===== src/assert_macros.svh =====
// Assertion macros shared by the RTL of the lidar sector obstacle avoid unit.
// No dependencies; define ASSERT_OFF to compile the checks out.
`ifndef ASSERT_MACROS_SVH
`define ASSERT_MACROS_SVH
`ifndef ASSERT_OFF
`define ASSERT_SAME(label, clk, rst, ante, cons) \
   label: assert property (@(posedge clk) disable iff (rst) (ante) |-> (cons)) \
      else $error("check failed: same-cycle implication");
`define ASSERT_NEXT(label, clk, rst, ante, cons) \
   label: assert property (@(posedge clk) disable iff (rst) (ante) |=> (cons)) \
      else $error("check failed: next-cycle implication");
`else
`define ASSERT_SAME(label, clk, rst, ante, cons)
`define ASSERT_NEXT(label, clk, rst, ante, cons)
`endif
`endif


===== src/lsoa_pkg.sv =====
// Shared types, codes and helpers for the lidar sector obstacle avoid unit.
// No dependencies.
package lsoa_pkg;

   localparam logic [16:0] NO_READING = 17'h10000;
   localparam logic [16:0] STOP_TURN  = 17'd300;
   localparam logic [16:0] SLOW_TURN  = 17'd100;

   localparam logic KIND_SAMPLE = 1'b0;
   localparam logic KIND_TICK   = 1'b1;

   typedef logic [1:0] action_type;
   localparam action_type ACT_NONE = 2'd0;
   localparam action_type ACT_SLOW = 2'd1;
   localparam action_type ACT_STOP = 2'd2;

   typedef logic [2:0] reg_index_type;
   localparam reg_index_type REG_FRONT_FIRST = 3'd0;
   localparam reg_index_type REG_FRONT_LAST  = 3'd1;
   localparam reg_index_type REG_LEFT_FIRST  = 3'd2;
   localparam reg_index_type REG_LEFT_LAST   = 3'd3;
   localparam reg_index_type REG_RIGHT_FIRST = 3'd4;
   localparam reg_index_type REG_RIGHT_LAST  = 3'd5;
   localparam reg_index_type REG_STOP_DIST   = 3'd6;
   localparam reg_index_type REG_SLOW_DIST   = 3'd7;

   typedef enum logic [2:0] {
      ST_IDLE,
      ST_MUL,
      ST_DIV_GO,
      ST_DIV_WAIT,
      ST_LOAD
   } state_type;

   typedef struct packed {
      logic [11:0] front_first;
      logic [11:0] front_last;
      logic [11:0] left_first;
      logic [11:0] left_last;
      logic [11:0] right_first;
      logic [11:0] right_last;
      logic [15:0] stop_distance;
      logic [15:0] slow_distance;
   } cfg_type;

   typedef struct packed {
      logic take_sample;
      logic take_tick;
      logic mul_en;
      logic div_start;
      logic load_out;
   } cmd_type;

   typedef struct packed {
      logic slow;
      logic div_done;
      logic out_free;
   } status_type;

   // Inclusive sector test; bounds clamp to the last legal index, reversed bounds swap.
   function automatic logic sector_hit(input logic [11:0] idx, input logic [11:0] a,
                                       input logic [11:0] b, input logic [16:0] max_last);
      logic [11:0] lo;
      logic [11:0] hi;
      logic [11:0] t;
      lo = ({5'd0, a} > max_last) ? max_last[11:0] : a;
      hi = ({5'd0, b} > max_last) ? max_last[11:0] : b;
      if (hi < lo) begin
         t  = lo;
         lo = hi;
         hi = t;
      end
      return (idx >= lo) && (idx <= hi);
   endfunction

endpackage


===== src/lsoa_csr.sv =====
// Configuration register file with an APB-style access port.
// Depends on lsoa_pkg.
module lsoa_csr import lsoa_pkg::*; (
   input  logic        clock,
   input  logic        reset,
   input  logic        csr_psel,
   input  logic        csr_penable,
   input  logic        csr_pwrite,
   input  logic [4:0]  csr_paddr,
   input  logic [31:0] csr_pwdata,
   output logic [31:0] csr_prdata,
   output logic        csr_pready,
   output cfg_type     cfg
);

   cfg_type       cfg_ff;
   reg_index_type index;
   logic          wr_en;

   assign index      = csr_paddr[4:2];
   assign wr_en      = csr_psel && csr_penable && csr_pwrite;
   assign csr_pready = 1'b1;
   assign cfg        = cfg_ff;

   always_ff @(posedge clock) begin
      if (reset) begin
         cfg_ff.front_first   <= '0;
         cfg_ff.front_last    <= '0;
         cfg_ff.left_first    <= '0;
         cfg_ff.left_last     <= '0;
         cfg_ff.right_first   <= '0;
         cfg_ff.right_last    <= '0;
         cfg_ff.stop_distance <= 16'd1200;
         cfg_ff.slow_distance <= 16'd2500;
      end else if (wr_en) begin
         case (index)
            REG_FRONT_FIRST: cfg_ff.front_first   <= csr_pwdata[11:0];
            REG_FRONT_LAST:  cfg_ff.front_last    <= csr_pwdata[11:0];
            REG_LEFT_FIRST:  cfg_ff.left_first    <= csr_pwdata[11:0];
            REG_LEFT_LAST:   cfg_ff.left_last     <= csr_pwdata[11:0];
            REG_RIGHT_FIRST: cfg_ff.right_first   <= csr_pwdata[11:0];
            REG_RIGHT_LAST:  cfg_ff.right_last    <= csr_pwdata[11:0];
            REG_STOP_DIST:   cfg_ff.stop_distance <= csr_pwdata[15:0];
            REG_SLOW_DIST:   cfg_ff.slow_distance <= csr_pwdata[15:0];
            default: ;
         endcase
      end
   end

   always_comb begin
      case (index)
         REG_FRONT_FIRST: csr_prdata = {20'd0, cfg_ff.front_first};
         REG_FRONT_LAST:  csr_prdata = {20'd0, cfg_ff.front_last};
         REG_LEFT_FIRST:  csr_prdata = {20'd0, cfg_ff.left_first};
         REG_LEFT_LAST:   csr_prdata = {20'd0, cfg_ff.left_last};
         REG_RIGHT_FIRST: csr_prdata = {20'd0, cfg_ff.right_first};
         REG_RIGHT_LAST:  csr_prdata = {20'd0, cfg_ff.right_last};
         REG_STOP_DIST:   csr_prdata = {16'd0, cfg_ff.stop_distance};
         REG_SLOW_DIST:   csr_prdata = {16'd0, cfg_ff.slow_distance};
         default:         csr_prdata = '0;
      endcase
   end

endmodule


===== src/lsoa_div.sv =====
// Restoring divider, one quotient bit per cycle.
// No dependencies; no types used beyond plain logic.
module lsoa_div (
   input  logic        clock,
   input  logic        reset,
   input  logic        start,
   input  logic [31:0] dividend,
   input  logic [15:0] divisor,
   output logic        done,
   output logic [31:0] quotient
);

   logic        busy_ff,  busy_in;
   logic        done_ff,  done_in;
   logic [4:0]  cnt_ff,   cnt_in;
   logic [15:0] rem_ff,   rem_in;
   logic [31:0] quo_ff,   quo_in;
   logic [16:0] rem_shift;
   logic [16:0] rem_diff;

   assign rem_shift = {rem_ff, quo_ff[31]};
   assign rem_diff  = rem_shift - {1'b0, divisor};
   assign done      = done_ff;
   assign quotient  = quo_ff;

   always_comb begin
      busy_in = busy_ff;
      done_in = 1'b0;
      cnt_in  = cnt_ff;
      rem_in  = rem_ff;
      quo_in  = quo_ff;
      if (start) begin
         busy_in = 1'b1;
         cnt_in  = '0;
         rem_in  = '0;
         quo_in  = dividend;
      end else if (busy_ff) begin
         if (rem_shift >= {1'b0, divisor}) begin
            rem_in = rem_diff[15:0];
            quo_in = {quo_ff[30:0], 1'b1};
         end else begin
            rem_in = rem_shift[15:0];
            quo_in = {quo_ff[30:0], 1'b0};
         end
         cnt_in = cnt_ff + 5'd1;
         if (cnt_ff == 5'd31) begin
            busy_in = 1'b0;
            done_in = 1'b1;
         end
      end
   end

   always_ff @(posedge clock) begin
      if (reset) begin
         busy_ff <= 1'b0;
         done_ff <= 1'b0;
         cnt_ff  <= '0;
      end else begin
         busy_ff <= busy_in;
         done_ff <= done_in;
         cnt_ff  <= cnt_in;
      end
      rem_ff <= rem_in;
      quo_ff <= quo_in;
   end

endmodule


===== src/lsoa_dp.sv =====
// Datapath: sector minima, tick decision, speed scaling and the result register.
// Depends on lsoa_pkg and lsoa_div.
module lsoa_dp import lsoa_pkg::*; #(
   parameter int MAX_SAMPLES  = 4096,
   parameter int RANGE_MIN_MM = 100,
   parameter int RANGE_MAX_MM = 30000
) (
   input  logic               clock,
   input  logic               reset,
   input  cfg_type            cfg,
   input  cmd_type            cmd,
   output status_type         status,
   input  logic [11:0]        req_sample_index,
   input  logic [15:0]        req_range_mm,
   input  logic               req_range_finite,
   input  logic               req_scan_end,
   input  logic signed [15:0] req_speed_in,
   input  logic signed [15:0] req_turn_in,
   input  logic               rsp_stall,
   output logic               rsp_valid,
   output logic [1:0]         rsp_action,
   output logic signed [15:0] rsp_speed_out,
   output logic signed [15:0] rsp_turn_out
);

   localparam logic [16:0] IDX_LIMIT = 17'(MAX_SAMPLES);
   localparam logic [16:0] MAX_LAST  = 17'(MAX_SAMPLES - 1);
   localparam logic [15:0] RMIN      = 16'(RANGE_MIN_MM);
   localparam logic [15:0] RMAX      = 16'(RANGE_MAX_MM);

   logic [16:0] run_ff [3];
   logic [16:0] com_ff [3];
   logic [16:0] run_upd [3];
   logic [2:0]  hit;
   logic        sample_ok;

   action_type  act_ff, act_in;
   logic [15:0] turn_ff, turn_in;
   logic [15:0] hold_ff;
   logic [15:0] mag_ff;
   logic        neg_ff;
   logic [15:0] num_ff, den_ff;
   logic [31:0] prod_ff;

   logic        rsp_valid_ff;
   action_type  rsp_action_ff;
   logic [15:0] rsp_speed_ff, rsp_turn_ff;

   logic        has_l, has_r, has_f, go_left, is_stop, is_slow;
   logic [16:0] step;
   logic [16:0] turn_sum;
   logic [15:0] speed_neg;
   logic        div_done;
   logic [31:0] quotient;
   logic [15:0] q16;
   logic [15:0] speed_res;

   // Sample path: qualify the range, test the three sectors, fold into the minima.
   assign sample_ok = req_range_finite && ({5'd0, req_sample_index} < IDX_LIMIT) &&
                      (req_range_mm >= RMIN) && (req_range_mm <= RMAX);
   assign hit[0] = sector_hit(req_sample_index, cfg.front_first, cfg.front_last, MAX_LAST);
   assign hit[1] = sector_hit(req_sample_index, cfg.left_first, cfg.left_last, MAX_LAST);
   assign hit[2] = sector_hit(req_sample_index, cfg.right_first, cfg.right_last, MAX_LAST);

   always_comb begin
      for (int i = 0; i < 3; i++) begin
         if (sample_ok && hit[i] && ({1'b0, req_range_mm} < run_ff[i])) begin
            run_upd[i] = {1'b0, req_range_mm};
         end else begin
            run_upd[i] = run_ff[i];
         end
      end
   end

   always_ff @(posedge clock) begin
      if (reset) begin
         for (int i = 0; i < 3; i++) begin
            run_ff[i] <= NO_READING;
            com_ff[i] <= NO_READING;
         end
      end else if (cmd.take_sample) begin
         for (int i = 0; i < 3; i++) begin
            if (req_scan_end) begin
               com_ff[i] <= run_upd[i];
               run_ff[i] <= NO_READING;
            end else begin
               run_ff[i] <= run_upd[i];
            end
         end
      end
   end

   // Tick decision from the committed minima.
   assign has_f   = !com_ff[0][16];
   assign has_l   = !com_ff[1][16];
   assign has_r   = !com_ff[2][16];
   assign go_left = (has_l && has_r) ? (com_ff[1] > com_ff[2]) : has_l;
   assign is_stop = has_f && (com_ff[0] < {1'b0, cfg.stop_distance});
   assign is_slow = has_f && !is_stop && (com_ff[0] < {1'b0, cfg.slow_distance});

   always_comb begin
      act_in = ACT_NONE;
      step   = '0;
      if (is_stop) begin
         act_in = ACT_STOP;
         if (has_l || has_r) begin
            step = go_left ? STOP_TURN : 17'(-STOP_TURN);
         end
      end else if (is_slow) begin
         act_in = ACT_SLOW;
         if (has_l && has_r) begin
            step = go_left ? SLOW_TURN : 17'(-SLOW_TURN);
         end
      end
      turn_sum = {req_turn_in[15], req_turn_in} + step;
      // Saturate when the carry out disagrees with the sign.
      if (turn_sum[16] != turn_sum[15]) begin
         turn_in = turn_sum[16] ? 16'h8000 : 16'h7FFF;
      end else begin
         turn_in = turn_sum[15:0];
      end
   end

   assign speed_neg = 16'(-req_speed_in);

   always_ff @(posedge clock) begin
      if (cmd.take_tick) begin
         act_ff  <= act_in;
         turn_ff <= turn_in;
         hold_ff <= is_stop ? 16'd0 : req_speed_in;
         mag_ff  <= req_speed_in[15] ? speed_neg : req_speed_in;
         neg_ff  <= req_speed_in[15];
         num_ff  <= com_ff[0][15:0] - cfg.stop_distance;
         den_ff  <= cfg.slow_distance - cfg.stop_distance;
      end
      if (cmd.mul_en) begin
         prod_ff <= {16'd0, mag_ff} * {16'd0, num_ff};
      end
   end

   lsoa_div u_div (
      .clock    (clock),
      .reset    (reset),
      .start    (cmd.div_start),
      .dividend (prod_ff),
      .divisor  (den_ff),
      .done     (div_done),
      .quotient (quotient)
   );

   // The scaled magnitude stays below |speed_in|, so sixteen bits hold it.
   assign q16       = quotient[15:0];
   assign speed_res = (act_ff == ACT_SLOW) ? (neg_ff ? 16'(-q16) : q16) : hold_ff;

   always_ff @(posedge clock) begin
      if (reset) begin
         rsp_valid_ff <= 1'b0;
      end else if (cmd.load_out) begin
         rsp_valid_ff <= 1'b1;
      end else if (!rsp_stall) begin
         rsp_valid_ff <= 1'b0;
      end
      if (cmd.load_out) begin
         rsp_action_ff <= act_ff;
         rsp_speed_ff  <= speed_res;
         rsp_turn_ff   <= turn_ff;
      end
   end

   assign status.slow     = (act_ff == ACT_SLOW);
   assign status.div_done = div_done;
   assign status.out_free = !rsp_valid_ff || !rsp_stall;

   assign rsp_valid     = rsp_valid_ff;
   assign rsp_action    = rsp_action_ff;
   assign rsp_speed_out = rsp_speed_ff;
   assign rsp_turn_out  = rsp_turn_ff;

endmodule


===== src/lsoa_ctrl.sv =====
// Controller state machine: request intake, multiply, divide and result load.
// Depends on lsoa_pkg.
module lsoa_ctrl import lsoa_pkg::*; (
   input  logic       clock,
   input  logic       reset,
   input  logic       req_valid,
   input  logic       req_kind,
   output logic       req_stall,
   input  status_type status,
   output cmd_type    cmd,
   output state_type  state
);

   state_type state_ff, state_in;

   assign state = state_ff;

   always_ff @(posedge clock) begin
      if (reset) begin
         state_ff <= ST_IDLE;
      end else begin
         state_ff <= state_in;
      end
   end

   always_comb begin
      state_in  = state_ff;
      cmd       = '0;
      req_stall = (state_ff != ST_IDLE);
      case (state_ff)
         ST_IDLE: begin
            if (req_valid) begin
               if (req_kind == KIND_TICK) begin
                  cmd.take_tick = 1'b1;
                  state_in      = ST_MUL;
               end else begin
                  cmd.take_sample = 1'b1;
               end
            end
         end
         ST_MUL: begin
            // Only a slowed tick needs the scaling; others go straight to the output.
            if (status.slow) begin
               cmd.mul_en = 1'b1;
               state_in   = ST_DIV_GO;
            end else begin
               state_in = ST_LOAD;
            end
         end
         ST_DIV_GO: begin
            cmd.div_start = 1'b1;
            state_in      = ST_DIV_WAIT;
         end
         ST_DIV_WAIT: begin
            if (status.div_done) begin
               state_in = ST_LOAD;
            end
         end
         ST_LOAD: begin
            if (status.out_free) begin
               cmd.load_out = 1'b1;
               state_in     = ST_IDLE;
            end
         end
         default: begin
            state_in = ST_IDLE;
         end
      endcase
   end

endmodule


===== src/lidar_sector_obstacle_avoid_unit.sv =====
// Lidar sector obstacle avoid unit, top level.
// Range samples: accepted one per cycle while intake is not stalled, no result; minima update at the accept edge.
// Control ticks: after the multiply state the result is loaded when not slowed; when slowed,
// the divide-start and divide-wait states for the bit-serial divider come before the load;
// intake stalls until the result is loaded, and the load waits while rsp_stall holds a result.
// Synchronous active-high reset: minima read as no reading, distances 1200/2500 mm.
`include "assert_macros.svh"
module lidar_sector_obstacle_avoid_unit import lsoa_pkg::*; #(
   parameter int MAX_SAMPLES  = 4096,
   parameter int RANGE_MIN_MM = 100,
   parameter int RANGE_MAX_MM = 30000
) (
   input  logic               clock,
   input  logic               reset,
   input  logic               req_valid,
   output logic               req_stall,
   input  logic               req_kind,
   input  logic [11:0]        req_sample_index,
   input  logic [15:0]        req_range_mm,
   input  logic               req_range_finite,
   input  logic               req_scan_end,
   input  logic signed [15:0] req_speed_in,
   input  logic signed [15:0] req_turn_in,
   output logic               rsp_valid,
   input  logic               rsp_stall,
   output logic [1:0]         rsp_action,
   output logic signed [15:0] rsp_speed_out,
   output logic signed [15:0] rsp_turn_out,
   input  logic               csr_psel,
   input  logic               csr_penable,
   input  logic               csr_pwrite,
   input  logic [4:0]         csr_paddr,
   input  logic [31:0]        csr_pwdata,
   output logic [31:0]        csr_prdata,
   output logic               csr_pready
);

   cfg_type    cfg;
   cmd_type    cmd;
   status_type status;
   state_type  state;
   logic       tick_accept;

   lsoa_csr u_csr (
      .clock       (clock),
      .reset       (reset),
      .csr_psel    (csr_psel),
      .csr_penable (csr_penable),
      .csr_pwrite  (csr_pwrite),
      .csr_paddr   (csr_paddr),
      .csr_pwdata  (csr_pwdata),
      .csr_prdata  (csr_prdata),
      .csr_pready  (csr_pready),
      .cfg         (cfg)
   );

   lsoa_ctrl u_ctrl (
      .clock     (clock),
      .reset     (reset),
      .req_valid (req_valid),
      .req_kind  (req_kind),
      .req_stall (req_stall),
      .status    (status),
      .cmd       (cmd),
      .state     (state)
   );

   lsoa_dp #(
      .MAX_SAMPLES  (MAX_SAMPLES),
      .RANGE_MIN_MM (RANGE_MIN_MM),
      .RANGE_MAX_MM (RANGE_MAX_MM)
   ) u_dp (
      .clock            (clock),
      .reset            (reset),
      .cfg              (cfg),
      .cmd              (cmd),
      .status           (status),
      .req_sample_index (req_sample_index),
      .req_range_mm     (req_range_mm),
      .req_range_finite (req_range_finite),
      .req_scan_end     (req_scan_end),
      .req_speed_in     (req_speed_in),
      .req_turn_in      (req_turn_in),
      .rsp_stall        (rsp_stall),
      .rsp_valid        (rsp_valid),
      .rsp_action       (rsp_action),
      .rsp_speed_out    (rsp_speed_out),
      .rsp_turn_out     (rsp_turn_out)
   );

   assign tick_accept = req_valid && !req_stall && (req_kind == KIND_TICK);

   `ASSERT_NEXT(a_tick_blocks_intake, clock, reset, tick_accept, req_stall)
   `ASSERT_SAME(a_div_done_in_wait, clock, reset, status.div_done, state == ST_DIV_WAIT)
   `ASSERT_NEXT(a_load_shows_result, clock, reset, cmd.load_out, rsp_valid)
   `ASSERT_SAME(a_load_only_when_free, clock, reset, cmd.load_out, !rsp_valid || !rsp_stall)

endmodule

===== config.mk =====
export PLATFORM = sky130hd
export DESIGN_NAME = lidar_sector_obstacle_avoid_unit
export DESIGN_NICKNAME = d
export VERILOG_FILES = /design/src/lsoa_pkg.sv /design/src/lsoa_csr.sv /design/src/lsoa_div.sv /design/src/lsoa_dp.sv /design/src/lsoa_ctrl.sv /design/src/lidar_sector_obstacle_avoid_unit.sv
export VERILOG_INCLUDE_DIRS = /design/src /design/src/src
export SDC_FILE = /design/constraint.sdc
export NUM_CORES = 2
export LEC_CHECK = 0
export CORE_AREA = 2 2 238 240
export CTS_CLUSTER_SIZE = 25
export DETAILED_ROUTE_END_ITERATION = 6
export DIE_AREA = 0 0 240 242
export DONT_BUFFER_PORTS = 1
export PLACE_DENSITY = 0.75
export SYNTH_ARGS = -nofsm -noshare
export SYNTH_HDL_FRONTEND = slang
export SYNTH_SLANG_ARGS = --single-unit

===== constraint.sdc =====
create_clock -name clock -period 16.85 [get_ports clock]
set_input_delay 1.685 -clock clock [delete_from_list [all_inputs] [get_ports clock]]
set_output_delay 1.685 -clock clock [all_outputs]
set_load 0.01 [all_outputs]

After elaboration in Yosys (flattened, before gate mapping):

Memory sizes are Yosys's and may differ from the RTL's.
Index checks and enable logic that the tools add are counted.

* $add $sub $neg: 7
* multipliers: 1
* $lt $le $gt $ge: 18
* equality and inequality tests: 19
* mux-type cells: 67
* bitwise gates (word level): 10
* reduce and logical (&&, ||, !) cells: 40

Operators with widths (count)
* $mux 17: 18
* $pmux 32 s8: 1
* $mux 16: 5
* $mux 12: 6
* $mux 32: 2
* $lt 16x17->1: 3
* $sub 16x16->16: 3
* $ge 12x12->1: 3
* $le 12x12->1: 3
* $lt 12x12->1: 3
* $lt 17x16->1: 2
* $mul 16x16->32: 1
* $neg 16->16: 2
* $mux 1: 26
* $add 17x17->17: 1
* $ge 17x16->1: 1
* $gt 17x17->1: 1
* $logic_and 1x1->1: 17
* $ge 16x7->1 const B: 1
* $le 16x15->1 const B: 1
* $reduce_and 2->1: 8
* $eq 3x3->1 const B: 5
* $mux 15: 1
* $mux 3: 5
* other kinds (20): 43

* register bits: 312
* bits in writable memories: 102
* input port bits: 107
* output and inout bits: 69
* memories kept: 2

Memory list
* u_dp.com_ff: words 3, width 17, rd ports 3, clocked after Yosys merged registers in 0, wr ports 3, RTL line lsoa_dp.sv:32 `logic [16:0] com_ff [3];`
* u_dp.run_ff: words 3, width 17, rd ports 3, clocked after Yosys merged registers in 0, wr ports 3, RTL line lsoa_dp.sv:31 `logic [16:0] run_ff [3];`

Depth between registers and ports, before layout:

An unclocked memory read counts as a cell.

* depth in word-level cells: 11
* depth in mapped cells: 23

Hierarchy:

From an unflattened synthesis, not the netlist that was laid out.

* cell total of the unflattened synthesis: 3508
* area, all modules: 33862.5 um^2

By module, submodules not included
* lsoa_dp: times used 1, cells an instance 2566, area each 25578.3 um^2, seq. area each 7557.2 um^2
* lsoa_csr: times used 1, cells an instance 614, area each 4839.6 um^2, seq. area each 2082.0 um^2
* lsoa_div: times used 1, cells an instance 299, area each 3219.3 um^2, seq. area each 1421.4 um^2
* lsoa_ctrl: times used 1, cells an instance 29, area each 225.2 um^2, seq. area each 60.1 um^2

Worst setup path after synthesis:

No wires, ideal clock.

* kind: register to register
* start point: reg u_dp.num_ff[6]
* end point: reg u_dp.prod_ff[31] (data pin)
* library setup time: 260 ps
* arrival: 5893 ps
* required time: 16590 ps
* slack: 10697 ps
* stages on the path, launching flop included: 22
* path buffers: 1
* cell sequence: edfxtp_1 -> clkbuf_1 -> and2_1 -> fa_1 -> inv_1 -> fa_1 -> fa_1 -> fa_1 -> inv_1 -> fa_1 -> inv_1 -> fa_1 -> inv_1 -> ha_1 -> and3_1 -> a221o_1 -> a221oi_2 -> a2111o_1 -> a21oi_1 -> o21ai_0 -> a21oi_1 -> xnor2_1

* cells in the longest elaborated chain, start to end: 1

Ends and longest elaborated chain
* start, declared: RTL line lsoa_dp.sv:42 `logic [15:0] num_ff, den_ff;`
* start signal, assigned: RTL line lsoa_dp.sv:133 `num_ff <= com_ff[0][15:0] - cfg.stop_distance;`
* $mul 16x16->32: RTL line lsoa_dp.sv:137 `prod_ff <= {16'd0, mag_ff} * {16'd0, num_ff};`
* end signal, assigned: RTL line lsoa_dp.sv:137
* end, declared: RTL line lsoa_dp.sv:43 `logic [31:0] prod_ff;`

Every way passes these cells.
A chain may end at the register's enable or synchronous reset.

Worst setup path in the final report:

* start point: reg u_dp.mag_ff[5]
* end point: reg u_dp.prod_ff[31] (data pin)

* cells in the longest elaborated chain, start to end: 1

Ends and longest elaborated chain
* start, declared: RTL line lsoa_dp.sv:40 `logic [15:0] mag_ff;`
* start signal, assigned: RTL line lsoa_dp.sv:131 `mag_ff <= req_speed_in[15] ? speed_neg : req_speed_in;`
* $mul 16x16->32: RTL line lsoa_dp.sv:137

Every way passes these cells.

==> key figures <==
Outcome
  • Status: completed

Synth
  • Sequential cell area fraction in the yosys report: 33.6%
  • Ys async rst share: 0%
  • Post-synth EDFFs: 283
  • Synth warn: 0
  • Post-synth cell types: 80
  • Ys flop type: edfxtp_1
  • Mapped Cells: 3445
  • Top cells by count, synth: nand2_1, inv_1, ha_1
  • Top cells by area, synth: edfxtp_1, ha_1, fa_1, dfxtp_1, mux2i_1
  • Syn Area/Cell: 9.60 sq um
  • Cell area after synthesis: 0.0331 sq mm
  • Count leader, synth: nand2_1
  • Post-synth top area share: 25.7%
  • Area leader, netlist: edfxtp_1
  • Flops & latches, synth: 414

CTS
  • CTS resizes: 0
  • H-Tree Level Count: 2
  • CTS tree: yes
  • Setup Fix Bufs, Post-CTS: 0
  • Clock root buffer master: clkbuf_16
  • Hold-fix buffer count after cts: 0
  • Reg clk slew, reported paths: 0.06 ns
  • CTS buffer count: 48
  • Clk_lat worst skew: 0.59 ns
  • Clock tree sinks: 414
  • Clock Tree Buf Depth: 3

Worst hold path
  • Hold path depth: 0
  • Hold crit path type: reg -> reg

STA
  • Final Skew: 0.0338 ns
  • Fin. Hold Viols: 0
  • Fin Hold WS: 0.416 ns
  • Highest clock rate: 142 MHz
  • Final setup viols: 0
  • Worst-Margin Slew: 1.17 ns
  • RSZ-0062 raised after global routing: false
  • Post-route minimum period: 7.04 ns
  • Final Slew Violations: 0
  • Rel. slew slack: 22.0%
  • Final Cycle Share: 41.8%
  • Setup TNS Final: 0 ns

Pwr
  • Pwr dens: 193 mW/mm^2
  • Leakage: 15.1 nW
  • Maximum vdd drop: 434 uV

Critical path
  • Worst-path fanout max: 16
  • Crit. End Element: flop
  • CP delay by family, top: adder cells
  • CP max stage delay: 0.72 ns
  • Slowest cell on the critical path: edfxtp_1
  • Buf+Inv Stages, Crit Path: 4
  • FF-to-FF path depth: 20
  • Setup CP Type: reg -> reg
  • CP dominant cell by count: fa_1
  • Crit path cell chain: and2_1 > fa_1 > inv_1 > fa_1 > fa_1 > fa_1 > inv_1 > fa_1 > inv_1 > fa_1 > inv_1 > ha_1 > and3_1 > a221o_1 > a221oi_2 > a2111o_1 > a21oi_1 > o21ai_0 > a21oi_1 > xnor2_1
  • CP Data Arrival Time: 7.36 ns
  • Startpoint types: flop
  • Worst Path Required: 17.16 ns
  • Critical path depth: 20

Global routing
  • Overflow left after global routing: 0
  • Vias in the first global route: 25028
  • Largest net degree at the start of global routing: 117
  • Initial antenna violation count: 1
  • First-pass GRT wire length: 133000 um
  • Total GRT Usage: 28.8%

Floorplan
  • Io pins: 176
  • Chip Height: 242 um
  • Die W: 240 um
  • Floorplan core area: 0.0557 sq mm
  • Die area: 0.0581 sq mm
  • # rows: 87
  • Initial core utilization: 59.4%

Routing
  • Remaining antenna violation count: 0
  • DR pass1 iterations: 6
  • Vias per Instance: 5.95
  • DR vias: 24836
  • Total wire length: 82700 um
  • DR WL/cell: 19.8 um
  • DR DRC count: 0
  • Starting DRT DRC Count: 1706

Placement
  • DP Wirelength: 61500 um
  • Port bufs: 0
  • GP Congestion: 0.976

Layout
  • Final nets: 4041
  • Layout cells sized above 1: 3.95%
  • Syn-to-layout area delta: 6.63%
  • Antenna Cells: 0
  • Fillcell total: 4472

Run
  • Max Cap Viol: 0
layout make-up:
cell class | count | area, sq um | area share, %
Tap cell | 756 | 946 | 2.68
Inverter | 415 | 1560 | 4.42
Sequential cell | 414 | 11100 | 31.5
Multi-Input combinational cell | 2482 | 19800 | 56.2
Clock inverter | 27 | 334 | 0.947
Timing Repair Buffer | 22 | 165 | 0.468
Clock buffer | 60 | 1310 | 3.71
cells by family after synthesis:
family	Yosys count	share of synthesized area, %
multiplexers	194	6.13
flip-flops	414	33.6
AND/OR/NAND/NOR	1032	14.2
other	2	0.0227
XOR/XNOR	105	2.78
AO/OA/AOI/OAI	579	11.0
adder cells (fa/ha/maj)	555	25.5
buffers and inverters	564	6.78
cells in the final DEF, fill, tap and decap left out, types with 64 or more instances in the layout:
cell type  instances
nand2_1          451
inv_1            414
ha_1             353
edfxtp_1         283
nor2_1           250
fa_1             198
a21oi_1          192
mux2i_1          180
dfxtp_1          131
o21ai_0          127
and2_1           125
a21o_1            77
xnor2_1           64
through the flow:
stage,worst slack (ns),utilization (%),instances,area [sq um],power (mW)
after floorplan,10.70,-,3460,33100,4.81
after global placement,10.02,60.3,4089,33600,5.59
after detailed placement,9.99,60.3,4089,33600,5.70
after CTS,9.85,63.3,4176,35300,6.83
after global routing,9.56,63.3,4176,35300,7.43
final,9.81,63.3,4176,35300,6.82
layer usage:
metal | part of all wire (%) | GRT usage [%] | routed length (um)
met1 | 40 | 36.7 | 33200
met2 | 49 | 48.4 | 40100
met3 | 7.1 | 4.95 | 5890
met4 | 4.2 | 11.7 | 3450
met5 | 0 | 0 | 0
worst register-to-register path, delay by kind of cell, from the launching register on:
kind	cells	cell delay, ns
buffers and inverters	4	0.22
DFF	1	0.72
xor gates and xnor gates	1	0.14
and+or+nand+nor	2	0.58
adders and majority gates	7	3.50
AOI/OAI and AO/OA	6	1.60
worst paths after layout:
kind / slack, ns / start / to
setup / recovery: 9.81 / u_dp.mag_ff[5]$_DFFE_PP_ / u_dp.prod_ff[31]$_DFFE_PP_
hold / removal: 0.42 / u_dp.turn_ff[4]$_DFFE_PP_ / u_dp.rsp_turn_out[4]$_DFFE_PP_
hold reg to reg: 0.42 / u_dp.turn_ff[4]$_DFFE_PP_ / u_dp.rsp_turn_out[4]$_DFFE_PP_
setup reg to reg: 9.81 / u_dp.mag_ff[5]$_DFFE_PP_ / u_dp.prod_ff[31]$_DFFE_PP_
where the power goes:
group | internal (mW) | total, mW | leakage [nW] | switching, mW
clock | 0.646 | 1.09 | 0.792 | 0.439
sequential | 1.40 | 1.50 | 3.77 | 0.0994
combinational | 1.77 | 4.23 | 10.5 | 2.46
state kept, by name, summed over array words and instances, names as in the netlist, 32 cells and up:
register and count:
u_dp.prod_ff 32, u_dp.com_ff 51, u_dp.u_div.quotient 32, u_csr.cfg 104
u_dp.run_ff 51
Power figures use the tool's default switching activity.
